--- src/hdl/ftbrc_pkg.sv ---
// Shared types, constants and fixed-point helpers of the ray compositor.
`default_nettype none

package ftbrc_pkg;

	// Default fraction bits of the Q1.F accumulators
	localparam int FRAC_BITS_DEF = 16;
	// Default depth of the queue between front and back
	localparam int QUEUE_DEPTH_DEF = 4;

	// Cutoff register: Q1.16 with one integer bit
	localparam int CFG_W = 17;
	localparam logic [CFG_W-1:0] CUTOFF_RESET = 17'd64225;

	// Largest byte value, the scale of colors and opacities
	localparam logic [7:0] BYTE_MAX = 8'd255;

	// Width of the divide-by-255 helper; exact for inputs below 2^33
	localparam int DIV_W = 40;

	typedef struct packed {
		logic [7:0] sample_red;
		logic [7:0] sample_green;
		logic [7:0] sample_blue;
		logic [7:0] sample_opacity;
		logic       step_start;
		logic       last_sample;
		logic [7:0] bg_red;
		logic [7:0] bg_green;
		logic [7:0] bg_blue;
	} sample_t;

	typedef struct packed {
		logic [7:0] pixel_red;
		logic [7:0] pixel_green;
		logic [7:0] pixel_blue;
		logic [7:0] comp_opacity;
	} pixel_t;

	// Queue entry: sample plus the front's classification
	typedef struct packed {
		sample_t smp;
		logic    empty;
	} qent_t;

	// floor(x / 255) by reciprocal series x/256 * (1 + 1/256 + ...),
	// which never overshoots and is at most one low, then one correction
	function automatic logic [DIV_W-1:0] div255(input logic [DIV_W-1:0] x);
		logic [DIV_W-1:0] s;
		logic [DIV_W-1:0] est;
		logic [DIV_W-1:0] r;
		s   = x + (x >> 8) + (x >> 16) + (x >> 24);
		est = s >> 8;
		r   = x - ((est << 8) - est);
		if (r >= DIV_W'(BYTE_MAX)) begin
			est = est + DIV_W'(1);
		end
		return est;
	endfunction

endpackage

`default_nettype wire

--- src/hdl/front_to_back_ray_compositor.sv ---
// Top level of the front-to-back ray compositor.
//
// Usage: samples of one pixel enter through a queue-like port (push/full),
// in ray order; the item marked last_sample closes the pixel. Each pixel
// gives one result on a queue-like output (empty/pop): the composite blended
// over the background carried with the last sample, and its opacity.
// The user is to write the cutoff register on cfg_valid/cfg_ready only
// while idle; the block itself does not enforce it. A composited sample
// goes through weight multiply, divide by 255, colour multiplies and
// accumulate; an empty or ignored sample skips these. The last sample
// then goes through to bytes, blend multiply and divide. A front register
// and a short queue let input be accepted while the back end works or a
// result waits. When the receiver stalls, the result holds; the back end
// waits on its next result and the queue then fills until full rises.
// Reset clears accumulators, queue and the result's valid flag and loads the
// cutoff with about 0.98.
`default_nettype none

module front_to_back_ray_compositor #(
	parameter int FRAC_BITS   = ftbrc_pkg::FRAC_BITS_DEF,
	parameter int QUEUE_DEPTH = ftbrc_pkg::QUEUE_DEPTH_DEF
) (
	input  wire logic                        clk,
	input  wire logic                        arst_n,
	input  wire logic                        push,
	output logic                             full,
	input  wire ftbrc_pkg::sample_t          sample,
	output logic                             empty,
	input  wire logic                        pop,
	output ftbrc_pkg::pixel_t                pixel,
	input  wire logic                        cfg_valid,
	output logic                             cfg_ready,
	input  wire logic [ftbrc_pkg::CFG_W-1:0] cfg_data
);

	logic             q_full;
	logic             q_wr;
	ftbrc_pkg::qent_t q_wdata;
	logic             q_rd;
	logic             q_valid;
	ftbrc_pkg::qent_t q_rdata;
	logic             out_valid;

	assign cfg_ready = 1'b1;
	assign empty     = !out_valid;

	ftbrc_front u_front (
		.clk     (clk),
		.arst_n  (arst_n),
		.push    (push),
		.full    (full),
		.sample  (sample),
		.q_full  (q_full),
		.q_wr    (q_wr),
		.q_wdata (q_wdata)
	);

	ftbrc_queue #(
		.DEPTH (QUEUE_DEPTH)
	) u_queue (
		.clk    (clk),
		.arst_n (arst_n),
		.wr     (q_wr),
		.wdata  (q_wdata),
		.full   (q_full),
		.rd     (q_rd),
		.rdata  (q_rdata),
		.valid  (q_valid)
	);

	ftbrc_back #(
		.FRAC_BITS (FRAC_BITS)
	) u_back (
		.clk       (clk),
		.arst_n    (arst_n),
		.cfg_wr    (cfg_valid),
		.cfg_data  (cfg_data),
		.q_valid   (q_valid),
		.q_rdata   (q_rdata),
		.q_rd      (q_rd),
		.out_valid (out_valid),
		.out_pixel (pixel),
		.out_pop   (pop && out_valid)
	);

endmodule

`default_nettype wire

--- src/hdl/ftbrc_front.sv ---
// Front stage: accepts samples, classifies empty ones, feeds the queue.
`default_nettype none

module ftbrc_front (
	input  wire logic               clk,
	input  wire logic               arst_n,
	input  wire logic               push,
	output logic                    full,
	input  wire ftbrc_pkg::sample_t sample,
	input  wire logic               q_full,
	output logic                    q_wr,
	output ftbrc_pkg::qent_t        q_wdata
);

	logic             vld_s1;
	ftbrc_pkg::qent_t ent_s1;
	logic             take;

	// Stall only when the stage holds an item the queue cannot take
	assign full    = vld_s1 && q_full;
	assign take    = push && !full;
	assign q_wr    = vld_s1 && !q_full;
	assign q_wdata = ent_s1;

	// Track stage occupancy
	always_ff @(posedge clk or negedge arst_n) begin
		if (!arst_n) begin
			vld_s1 <= 1'b0;
		end else if (take) begin
			vld_s1 <= 1'b1;
		end else if (q_wr) begin
			vld_s1 <= 1'b0;
		end
	end

	// Capture and classify the item
	always_ff @(posedge clk) begin
		if (take) begin
			ent_s1.smp   <= sample;
			ent_s1.empty <= (sample.sample_opacity == 8'd0);
		end
	end

endmodule

`default_nettype wire

--- src/hdl/ftbrc_queue.sv ---
// Short queue that decouples the front stage from the compositing back end.
`default_nettype none

module ftbrc_queue #(
	parameter int DEPTH = ftbrc_pkg::QUEUE_DEPTH_DEF
) (
	input  wire logic             clk,
	input  wire logic             arst_n,
	input  wire logic             wr,
	input  wire ftbrc_pkg::qent_t wdata,
	output logic                  full,
	input  wire logic             rd,
	output ftbrc_pkg::qent_t      rdata,
	output logic                  valid
);

	localparam int PW = (DEPTH > 1) ? $clog2(DEPTH) : 1;
	localparam int CW = $clog2(DEPTH + 1);

	ftbrc_pkg::qent_t mem [DEPTH];
	logic [PW-1:0]    wp_q;
	logic [PW-1:0]    rp_q;
	logic [CW-1:0]    cnt_q;
	logic             do_wr;
	logic             do_rd;

	assign full  = (cnt_q == CW'(DEPTH));
	assign valid = (cnt_q != CW'(0));
	assign do_wr = wr && !full;
	assign do_rd = rd && valid;
	assign rdata = mem[rp_q];

	// Store the incoming item
	always_ff @(posedge clk) begin
		if (do_wr) begin
			mem[wp_q] <= wdata;
		end
	end

	// Advance pointers and count
	always_ff @(posedge clk or negedge arst_n) begin
		if (!arst_n) begin
			wp_q  <= '0;
			rp_q  <= '0;
			cnt_q <= '0;
		end else begin
			if (do_wr) begin
				wp_q <= (wp_q == PW'(DEPTH - 1)) ? '0 : wp_q + PW'(1);
			end
			if (do_rd) begin
				rp_q <= (rp_q == PW'(DEPTH - 1)) ? '0 : rp_q + PW'(1);
			end
			if (do_wr && !do_rd) begin
				cnt_q <= cnt_q + CW'(1);
			end else if (do_rd && !do_wr) begin
				cnt_q <= cnt_q - CW'(1);
			end
		end
	end

endmodule

`default_nettype wire

--- src/hdl/ftbrc_back.sv ---
// Back end: front-to-back accumulation, final blend and result register.
`default_nettype none

module ftbrc_back #(
	parameter int FRAC_BITS = ftbrc_pkg::FRAC_BITS_DEF
) (
	input  wire logic                           clk,
	input  wire logic                           arst_n,
	input  wire logic                           cfg_wr,
	input  wire logic [ftbrc_pkg::CFG_W-1:0]    cfg_data,
	input  wire logic                           q_valid,
	input  wire ftbrc_pkg::qent_t               q_rdata,
	output logic                                q_rd,
	output logic                                out_valid,
	output ftbrc_pkg::pixel_t                   out_pixel,
	input  wire logic                           out_pop
);

	localparam int AW  = FRAC_BITS + 1;
	localparam int PW  = AW + 8;
	localparam int CUP = (FRAC_BITS >= 16) ? (FRAC_BITS - 16) : 0;
	localparam int CDN = (FRAC_BITS >= 16) ? 0 : (16 - FRAC_BITS);
	localparam int CW  = ftbrc_pkg::CFG_W + CUP;
	localparam int MW  = (CW > AW) ? CW : AW;
	localparam logic [AW-1:0] ONE_Q = {1'b1, {FRAC_BITS{1'b0}}};

	typedef enum logic [6:0] {
		ST_IDLE = 7'b0000001,
		ST_WGT  = 7'b0000010,
		ST_COL  = 7'b0000100,
		ST_ACC  = 7'b0001000,
		ST_FIN  = 7'b0010000,
		ST_MIX  = 7'b0100000,
		ST_OUT  = 7'b1000000
	} state_t;

	state_t                      state_q;
	logic [ftbrc_pkg::CFG_W-1:0] cutoff_q;
	logic [AW-1:0]               acc_a_q;
	logic [AW-1:0]               acc_r_q;
	logic [AW-1:0]               acc_g_q;
	logic [AW-1:0]               acc_b_q;
	logic                        halted_q;
	ftbrc_pkg::qent_t            item_q;
	logic [PW-1:0]               prod_q;
	logic [AW-1:0]               w_q;
	logic [PW-1:0]               pr_q;
	logic [PW-1:0]               pg_q;
	logic [PW-1:0]               pb_q;
	logic [7:0]                  ca_q;
	logic [7:0]                  cr_q;
	logic [7:0]                  cg_q;
	logic [7:0]                  cb_q;
	logic [15:0]                 nr_q;
	logic [15:0]                 ng_q;
	logic [15:0]                 nb_q;
	logic                        out_valid_q;
	ftbrc_pkg::pixel_t           pixel_q;

	logic [CW-1:0]               cut;
	logic                        halt_now;
	logic [AW-1:0]               rem;
	logic                        out_free;
	logic [7:0]                  inv_a;

	// Q1.F value to a byte: min(255, floor(q * 255 / ONE))
	function automatic logic [7:0] to_byte(input logic [AW-1:0] q);
		logic [PW-1:0] t;
		logic [8:0]    v;
		t = (PW'(q) << 8) - PW'(q);
		v = t[FRAC_BITS+8:FRAC_BITS];
		return v[8] ? ftbrc_pkg::BYTE_MAX : v[7:0];
	endfunction

	// Colour term of one accumulator: floor(p / 255)
	function automatic logic [AW-1:0] col_term(input logic [PW-1:0] p);
		logic [ftbrc_pkg::DIV_W-1:0] d;
		d = ftbrc_pkg::div255(ftbrc_pkg::DIV_W'(p));
		return d[AW-1:0];
	endfunction

	// Final blend of one channel: floor(n / 255)
	function automatic logic [7:0] mix_out(input logic [15:0] n);
		logic [ftbrc_pkg::DIV_W-1:0] d;
		d = ftbrc_pkg::div255(ftbrc_pkg::DIV_W'(n));
		return d[7:0];
	endfunction

	// Rescale the cutoff to Q1.F and test the halt condition
	always_comb begin
		cut      = (CW'(cutoff_q) << CUP) >> CDN;
		halt_now = halted_q ||
			(q_rdata.smp.step_start && (MW'(acc_a_q) >= MW'(cut)));
		rem      = ONE_Q - acc_a_q;
		inv_a    = ftbrc_pkg::BYTE_MAX - ca_q;
	end

	assign q_rd      = (state_q == ST_IDLE);
	assign out_free  = !out_valid_q || out_pop;
	assign out_valid = out_valid_q;
	assign out_pixel = pixel_q;

	// Hold the cutoff register
	always_ff @(posedge clk or negedge arst_n) begin
		if (!arst_n) begin
			cutoff_q <= ftbrc_pkg::CUTOFF_RESET;
		end else if (cfg_wr) begin
			cutoff_q <= cfg_data;
		end
	end

	// Sequence one item and update the per-pixel state
	always_ff @(posedge clk or negedge arst_n) begin
		if (!arst_n) begin
			state_q     <= ST_IDLE;
			acc_a_q     <= '0;
			acc_r_q     <= '0;
			acc_g_q     <= '0;
			acc_b_q     <= '0;
			halted_q    <= 1'b0;
			out_valid_q <= 1'b0;
		end else begin
			// Raise the result on a new pixel, drop it when taken
			if (state_q == ST_OUT && out_free) begin
				out_valid_q <= 1'b1;
			end else if (out_pop) begin
				out_valid_q <= 1'b0;
			end
			unique case (state_q)
				ST_IDLE: begin
					if (q_valid) begin
						halted_q <= halt_now;
						if (!halt_now && !q_rdata.empty) begin
							state_q <= ST_WGT;
						end else if (q_rdata.smp.last_sample) begin
							state_q <= ST_FIN;
						end
					end
				end
				ST_WGT: state_q <= ST_COL;
				ST_COL: state_q <= ST_ACC;
				ST_ACC: begin
					acc_r_q <= acc_r_q + col_term(pr_q);
					acc_g_q <= acc_g_q + col_term(pg_q);
					acc_b_q <= acc_b_q + col_term(pb_q);
					acc_a_q <= acc_a_q + w_q;
					state_q <= item_q.smp.last_sample ? ST_FIN : ST_IDLE;
				end
				ST_FIN: state_q <= ST_MIX;
				ST_MIX: state_q <= ST_OUT;
				ST_OUT: begin
					if (out_free) begin
						acc_a_q     <= '0;
						acc_r_q     <= '0;
						acc_g_q     <= '0;
						acc_b_q     <= '0;
						halted_q    <= 1'b0;
						state_q     <= ST_IDLE;
					end
				end
				default: state_q <= ST_IDLE;
			endcase
		end
	end

	// Datapath registers: item, weight, colour products, bytes, blend sums, result
	always_ff @(posedge clk) begin
		if (state_q == ST_IDLE && q_valid) begin
			item_q <= q_rdata;
			prod_q <= PW'(rem) * PW'(q_rdata.smp.sample_opacity);
		end
		if (state_q == ST_WGT) begin
			w_q <= col_term(prod_q);
		end
		if (state_q == ST_COL) begin
			pr_q <= PW'(w_q) * PW'(item_q.smp.sample_red);
			pg_q <= PW'(w_q) * PW'(item_q.smp.sample_green);
			pb_q <= PW'(w_q) * PW'(item_q.smp.sample_blue);
		end
		if (state_q == ST_FIN) begin
			ca_q <= to_byte(acc_a_q);
			cr_q <= to_byte(acc_r_q);
			cg_q <= to_byte(acc_g_q);
			cb_q <= to_byte(acc_b_q);
		end
		if (state_q == ST_MIX) begin
			nr_q <= 16'(cr_q) * 16'(ca_q) + 16'(item_q.smp.bg_red) * 16'(inv_a);
			ng_q <= 16'(cg_q) * 16'(ca_q) + 16'(item_q.smp.bg_green) * 16'(inv_a);
			nb_q <= 16'(cb_q) * 16'(ca_q) + 16'(item_q.smp.bg_blue) * 16'(inv_a);
		end
		if (state_q == ST_OUT && out_free) begin
			pixel_q.pixel_red    <= mix_out(nr_q);
			pixel_q.pixel_green  <= mix_out(ng_q);
			pixel_q.pixel_blue   <= mix_out(nb_q);
			pixel_q.comp_opacity <= ca_q;
		end
	end

endmodule

`default_nettype wire

--- config.mk ---
export PLATFORM = sky130hd
export DESIGN_NAME = front_to_back_ray_compositor
export DESIGN_NICKNAME = d
export VERILOG_FILES = /design/src/hdl/ftbrc_pkg.sv /design/src/hdl/front_to_back_ray_compositor.sv /design/src/hdl/ftbrc_front.sv /design/src/hdl/ftbrc_queue.sv /design/src/hdl/ftbrc_back.sv
export SDC_FILE = /design/constraint.sdc
export NUM_CORES = 2
export LEC_CHECK = 0
export BUFFER_PORTS_ARGS = -buffer_cell sky130_fd_sc_hd__buf_4
export CORE_ASPECT_RATIO = 1.4
export CORE_MARGIN = 3
export CORE_UTILIZATION = 45
export CTS_CLUSTER_DIAMETER = 50
export DETAILED_ROUTE_END_ITERATION = 6
export PLACE_DENSITY_LB_ADDON = 0.25
export SYNTH_ARGS = -nofsm -noshare
export SYNTH_HDL_FRONTEND = slang
export SYNTH_HIERARCHICAL = 1
export SYNTH_SLANG_ARGS = --single-unit
--- constraint.sdc ---
create_clock -name clk -period 31.6 [get_ports clk]
set_clock_uncertainty 0.15 [all_clocks]
set_input_delay 3.16 -clock clk [delete_from_list [all_inputs] [get_ports clk]]
set_output_delay 3.16 -clock clk [all_outputs]
set_load 0.01 [all_outputs]
== Yosys cells after proc, flatten, opt, wreduce, memory -nomap -nowiden ==
Memories as Yosys holds them, arrays and structs flattened.
Cells that the tools add are included.

* Magnitude comparators: 8
* Reduce and logical (&&, ||, !) cells: 30
* Muxes and demuxes: 34
* Eq/ne operators: 13
* Add/subtract/negate cells: 53
* Multiply operators: 10

{| class="wikitable"
|+ Operators with widths
! cell !! count
|-
| $ge 40x8->1 const B || 7
|-
| $add 40x1->40 || 4
|-
| $add 40x9->40 || 4
|-
| $sub 25x40->40 || 4
|-
| $sub 40x32->40 || 4
|-
| $mux 17 || 8
|-
| $pmux 17 s2 || 4
|-
| $sub 16x40->40 || 3
|-
| $add 25x17->26 || 4
|-
| $mul 17x8->25 || 4
|-
| $sub 25x17->25 || 4
|-
| $mul 8x8->16 || 6
|-
| $add 17x1->17 const B || 4
|-
| $add 17x17->17 || 4
|-
| $sub 17x9->18 || 3
|-
| $add 16x8->17 || 3
|-
| $pmux 7 s7 || 1
|-
| $add 16x16->16 || 3
|-
| $mux 7 || 4
|-
| $add 8x1->8 const B || 3
|-
| $mux 8 || 3
|-
| $ge 17x17->1 || 1
|-
| $sub 17x17->17 const A || 1
|-
| $logic_and 1x1->1 || 11
|-
| 27 further kinds || 51
|}

* Memories: 1
* Memory bits (writable): 236
* Input bits: 80
* Logic and storage cells: 194
* Register bits: 439

{| class="wikitable"
|+ Memories
! name !! depth !! width !! read ports !! clocked after Yosys merged registers in !! wr ports !! line !! text
|-
| u_queue.mem || 4 || 59 || 1 || 0 || 1 || ftbrc_queue.sv:20 || <nowiki>ftbrc_pkg::qent_t mem [DEPTH];</nowiki>
|}

== Depth between registers and ports, before layout ==
* Depth in word-level cells: 10
* Gate-level depth with buffers: 58
* Gate-level depth less buffers: 57

== Hierarchy ==
The synthesis kept the hierarchy.

{| class="wikitable"
|+ By module, submodules not included
! module !! cells each !! seq. area each (um^2) !! instances !! area each (um^2)
|-
| ftbrc_back || 7,538 || 10,714.0 || 1 || 65,886.9
|-
| ftbrc_queue || 346 || 7,262.0 || 1 || 9,036.2
|-
| ftbrc_front || 67 || 1,796.7 || 1 || 1,840.5
|-
| front_to_back_ray_compositor || 4 || 0.0 || 1 || 21.3
|}

== Worst setup path before layout ==
OpenSTA, ideal clock, no wires.

* Kind: register -> register
* From: register u_back.pg_q[18]
* To: register u_back.acc_g_q[16]
* Stages on the path, launching flop included: 57
* Path slack: 20.072 ns
* Data arrival time: 11.282 ns
* Data required time: 31.355 ns
* Cell sequence: edfxtp_1 > clkbuf_1 > inv_1 > fa_1 > inv_1 > ha_1 > a21oi_1 > a21oi_1 > o211ai_2 > a21oi_1 > nor2_1 > o21ai_0 > xnor2_1 > inv_1 > ha_1 > o221ai_1 > o21bai_1 > a221oi_1 > [... 21 more ...] > ha_1 > inv_1 > fa_1 > nor2b_1 > o21ai_0 > a21boi_0 > o21ai_0 > a21boi_0 > o21ai_0 > a21boi_0 > o21ai_0 > a21oi_1 > a31oi_1 > o21ai_0 > xor2_1 > or4_1 > and2_0 > o31ai_1

* Cells in the longest elaborated chain, start to end: 10

{| class="wikitable"
|+ RTL lines
! item !! line !! text
|-
| from (decl) || ftbrc_back.sv:48 || <nowiki>logic [PW-1:0] pg_q;</nowiki>
|-
| from (signal assigned) || ftbrc_back.sv:177 || <nowiki>pg_q <= PW'(w_q) * PW'(item_q.smp.sample_green);</nowiki>
|-
| $add 25x17->26 || ftbrc_pkg.sv:52 || <nowiki>s = x + (x >> 8) + (x >> 16) + (x >> 24);</nowiki>
|-
| $add 40x9->40 || ftbrc_pkg.sv:52 ||
|-
| $add 40x1->40 || ftbrc_pkg.sv:52 ||
|-
| $sub 40x32->40 || ftbrc_pkg.sv:54 || <nowiki>r = x - ((est << 8) - est);</nowiki>
|-
| $sub 25x40->40 || ftbrc_pkg.sv:54 ||
|-
| $ge 40x8->1 || ftbrc_pkg.sv:55 || <nowiki>if (r >= DIV_W'(BYTE_MAX)) begin</nowiki>
|-
| $mux 17 * || ftbrc_pkg.sv:55 ||
|-
| $mux 17 * || ftbrc_back.sv:129 || <nowiki>unique case (state_q)</nowiki>
|-
| $add 17x17->17 * || ftbrc_back.sv:144 || <nowiki>acc_g_q <= acc_g_q + col_term(pg_q);</nowiki>
|-
| $pmux 17 s2 * || ftbrc_back.sv:129 ||
|-
| to (signal assigned) || ftbrc_back.sv:144 ||
|-
| to (decl) || ftbrc_back.sv:41 || <nowiki>logic [AW-1:0] acc_g_q;</nowiki>
|}

Mark *: on every way between the ends. The rest lies on a longest branch, timed or not. The select of a mux whose other input is x is not followed.
A chain may end at the register's enable or synchronous reset.

== Final worst setup path ==
Same ends and word-level chain as after synthesis.

==> run summary <==
The reg2reg setup slack came out at 17450 ps. Setup repair after global routing left no endpoint under its margin. The post-route setup TNS is 0 ps. The share of async-settable or async-resettable flops after synthesis came out at 0.151.

The detail-routed via count per cell came out at 5.58. The number of sinks on the clock net came out at 675. The class of the worst hold path is register to register.

The total routing usage reported by global routing is 0.230. The floorplan core area is 0.169 sq mm. The mean cell area of the mapped netlist came out at 9.65 sq um. The number of nets in the layout is 9561. STA classifies the critical path startpoint as a register. For this run, the detailed router's first-pass iteration total came to 7. The most used flip-flop cell after synthesis is sky130_fd_sc_hd__edfxtp_1. The slowest stage of the critical path belongs to the cell sky130_fd_sc_hd__a2111oi_0. TritonCTS built the clock tree. The number of different library cells in the post-synthesis netlist came out at 126. STA classifies the critical path endpoint as a register.

The reg-to-reg endpoint is u_back/acc_g_q[16]. The run finished with clean final reports. The end point of the critical path is u_back/acc_g_q[16]. Derived from the worst setup path, the maximum achievable clock frequency is 0.0707 GHz. The number of DRC markers after the initial detailed-route iteration came out at 3095. The count of synthesis-stage warnings from yosys is 6.

The mapped cell area is 0.0768 sq mm. The initial standard-cell utilization of the core is 0.455. In this run the core area contains 178 standard-cell rows. Compared with the post-synthesis result, the final layout area differs by 8.01%. The number of buffers inserted during clock tree synthesis came out at 90.

After detailed placement, the total cell area comes to 0.0798 sq mm. Measured in cells, the most critical reg-to-reg path has a length of 54. The number of buffers inserted by port buffering is 113. The start point of the critical path is u_back/pg_q[18]. The post-CTS setup-driven buffer insertion count came out at 0. The setup path with the least slack is of type register to register. The synthesized design contains 573 enable-type register cells. The critical path's largest stage delay came out at 850 ps. On the final layout, the worst hold slack is 343 ps.

At the worst endpoint, the required time is 32050 ps. The ratio of cells with drive above 1 in the final layout is 0.0613. The synthesized instance count came out at 7955. The final number of setup-violating endpoints came out at 0. The insertion delay of the later-clocked pin in the worst-skew pair came out at 710 ps.

In the final routed layout, each cell accounts on average for 19.5 um. The final antenna-violating net count came out at 0. The endpoint arrival time on the critical path came out at 14600 ps. The global-route wire length before repair came out at 322000 um.

The measured slew at the worst slew-check pin came out at 1260 ps. The area enclosed by the die boundary is 0.176 sq mm. The tree is rooted in a sky130_fd_sc_hd__clkbuf_16. The I/O pin count is 115. The routability congestion estimate from global placement came out at 0.948. The number of hold buffers added after CTS came out at 0. In this run, post-CTS repair resized a total of 0 instances. The via count of the first global-routing pass came to 59800. The number of antenna violations at the first check in global routing came to 8. The share of the clock period used by the worst path after layout is 0.448.

The largest buffer count on any clock path came out at 3. For this run the aggregate overflow at the end of global routing stands at 0. The minimum period implied by the final worst setup slack came out at 14150 ps.

Entering global routing, the biggest net connects 76 pins. Of all nets on the critical path, the largest fanout is 13. The area of all placed cells without fillers came out at 0.0829 sq mm. The hold violation count in the final report is 0. The post-synthesis sequential element count came out at 675. After detailed routing, the number of remaining DRC violations is 0. Counting stages on the worst path, the most repeated cell is sky130_fd_sc_hd__o21ai_0. The max-capacitance violation count is 0.

In this run the tightest slew margin relative to its limit is 0.163. In this run the critical register-to-register path is launched from u_back/pg_q[18]. Detailed placement finished with a half-perimeter wire length of 157000 um. The clock transition time at the flip-flop clock pins of the worst setup and hold paths came out at 60 ps. The number of max-slew violations in the final report is 0.

The total number of H-tree levels is 3. The number of vias after detailed routing is 57400. The sequential share of the synthesized area is 0.258. The die is 355 um wide.

The sum of routed wire length over all layers is 201000 um. The vertical die dimension came out at 495 um.
[area by class of cell]
class	instances	area, sq um
clock inverters	67	736
inverters	1104	4150
flip-flops and latches	675	19800
clock buffers	99	2360
fillers	15800	85900
multi-input cells	5939	51900
diodes	2	5.00
repair buffers	159	1190
well taps	2250	2820
[cells by family (layout without fill, tap and decap cells)]
family / after synthesis / count (layout) / share of synthesized area
compound gates: 1337 / 1337 / 0.115
other cells: 2 / 6 / 0.0000978
mux: 112 / 112 / 0.0245
simple gates: 2458 / 2458 / 0.162
flops: 675 / 675 / 0.258
xor+xnor: 515 / 515 / 0.0593
fa+ha+maj: 1513 / 1513 / 0.315
buf+inv: 1343 / 1429 / 0.0674
[synthesized netlist by cell type, drive strengths merged, types with 36 or more instances]
master | number | area (sq um)
nand4 | 55 | 344
xnor2 | 371 | 3250
edfxtp | 573 | 17200
and2 | 373 | 2340
a21boi | 70 | 529
mux4 | 59 | 1330
fa | 696 | 13900
nand3 | 123 | 616
nand2b | 126 | 788
o31ai | 65 | 507
o21ai | 312 | 1580
xor2 | 142 | 1260
nor3 | 131 | 661
nand2 | 788 | 2970
o21a | 55 | 414
or3 | 61 | 387
buf | 42 | 290
a21o | 118 | 886
o21bai | 64 | 484
a21oi | 353 | 1770
a211oi | 39 | 350
dfrtp | 91 | 2280
inv | 1104 | 4140
ha | 816 | 10200
mux2i | 36 | 360
nor4 | 55 | 365
nor2b | 190 | 1190
clkbuf | 197 | 739
nor2 | 373 | 1400
and3 | 47 | 294
[flip-flops by register name (all words and copies together), names as in the netlist, 25 cells and up]
signal	flops
u_queue/mem	236
u_back/item_q	49
u_front/q_wdata	59
u_back/pb_q	25
u_back/prod_q	25
u_back/pr_q	25
u_back/out_pixel	32
u_back/pg_q	25
[through the flow]
step | worst slack, ps | instances | util
2_1_floorplan | 20070 | 7957 | -
3_3_place_gp | 17730 | 10100 | 0.473
3_5_place_dp | 17520 | 10100 | 0.473
4_1_cts | 17470 | 10300 | 0.491
5_1_grt | 16100 | 10300 | 0.491
6_report | 17450 | 10300 | 0.491
[layer usage]
metal | routed length, um | vias up | track usage | part of all wire
li1 | - | 27100 | - | -
met1 | 77100 | 28600 | 0.261 | 0.38
met2 | 106000 | 1327 | 0.433 | 0.53
met3 | 7900 | 404 | 0.0244 | 0.039
met4 | 9780 | 2 | 0.105 | 0.049
met5 | 13 | - | 0 | 0.000065
[layout by cell type (no fill, tap or decap), drive strengths merged, types with 36 or more instances in the layout]
master  instances
a21boi         70
xnor2         371
clkbuf         99
a21oi         353
nor2b         190
and3           47
inv          1131
buf           159
nand3         123
o31ai          65
edfxtp        573
dfrtp          91
a211oi         39
nand4          55
nor2          373
fa            696
mux4           59
nor3          131
nand2         788
xor2          142
o21bai         64
and2          373
o21ai         312
nor4           55
o21a           55
mux2i          36
or3            61
a21o          118
nand2b        126
ha            816
[critical path, delay by kind of cell (launching register included)]
kind	cells	cell delay, ps
AO/OA/AOI/OAI	29	6980
AND/OR/NAND/NOR	11	2700
adder cells (fa/ha/maj)	6	2130
XOR/XNOR	4	970
flip-flops	1	680
buffers and inverters	4	440
[worst min-delay path by stage]
stage	startpoint	endpoint	slack (ps)	depth (start not counted)
finish	u_front/q_wdata[21]	u_queue/mem[0][21]	340	0
global route	u_front/q_wdata[37]	u_queue/mem[2][37]	360	0
CTS	u_front/q_wdata[31]	u_queue/mem[0][31]	340	0
detailed placement	u_front/q_wdata[21]	u_queue/mem[2][21]	330	0
global placement	u_front/q_wdata[34]	u_queue/mem[1][34]	320	0
floorplan	u_back/ca_q[0]	u_back/out_pixel[0]	270	0
Power is not shown: default switching activity piles up to over one toggle a cycle in this logic, so the estimate is an artifact.
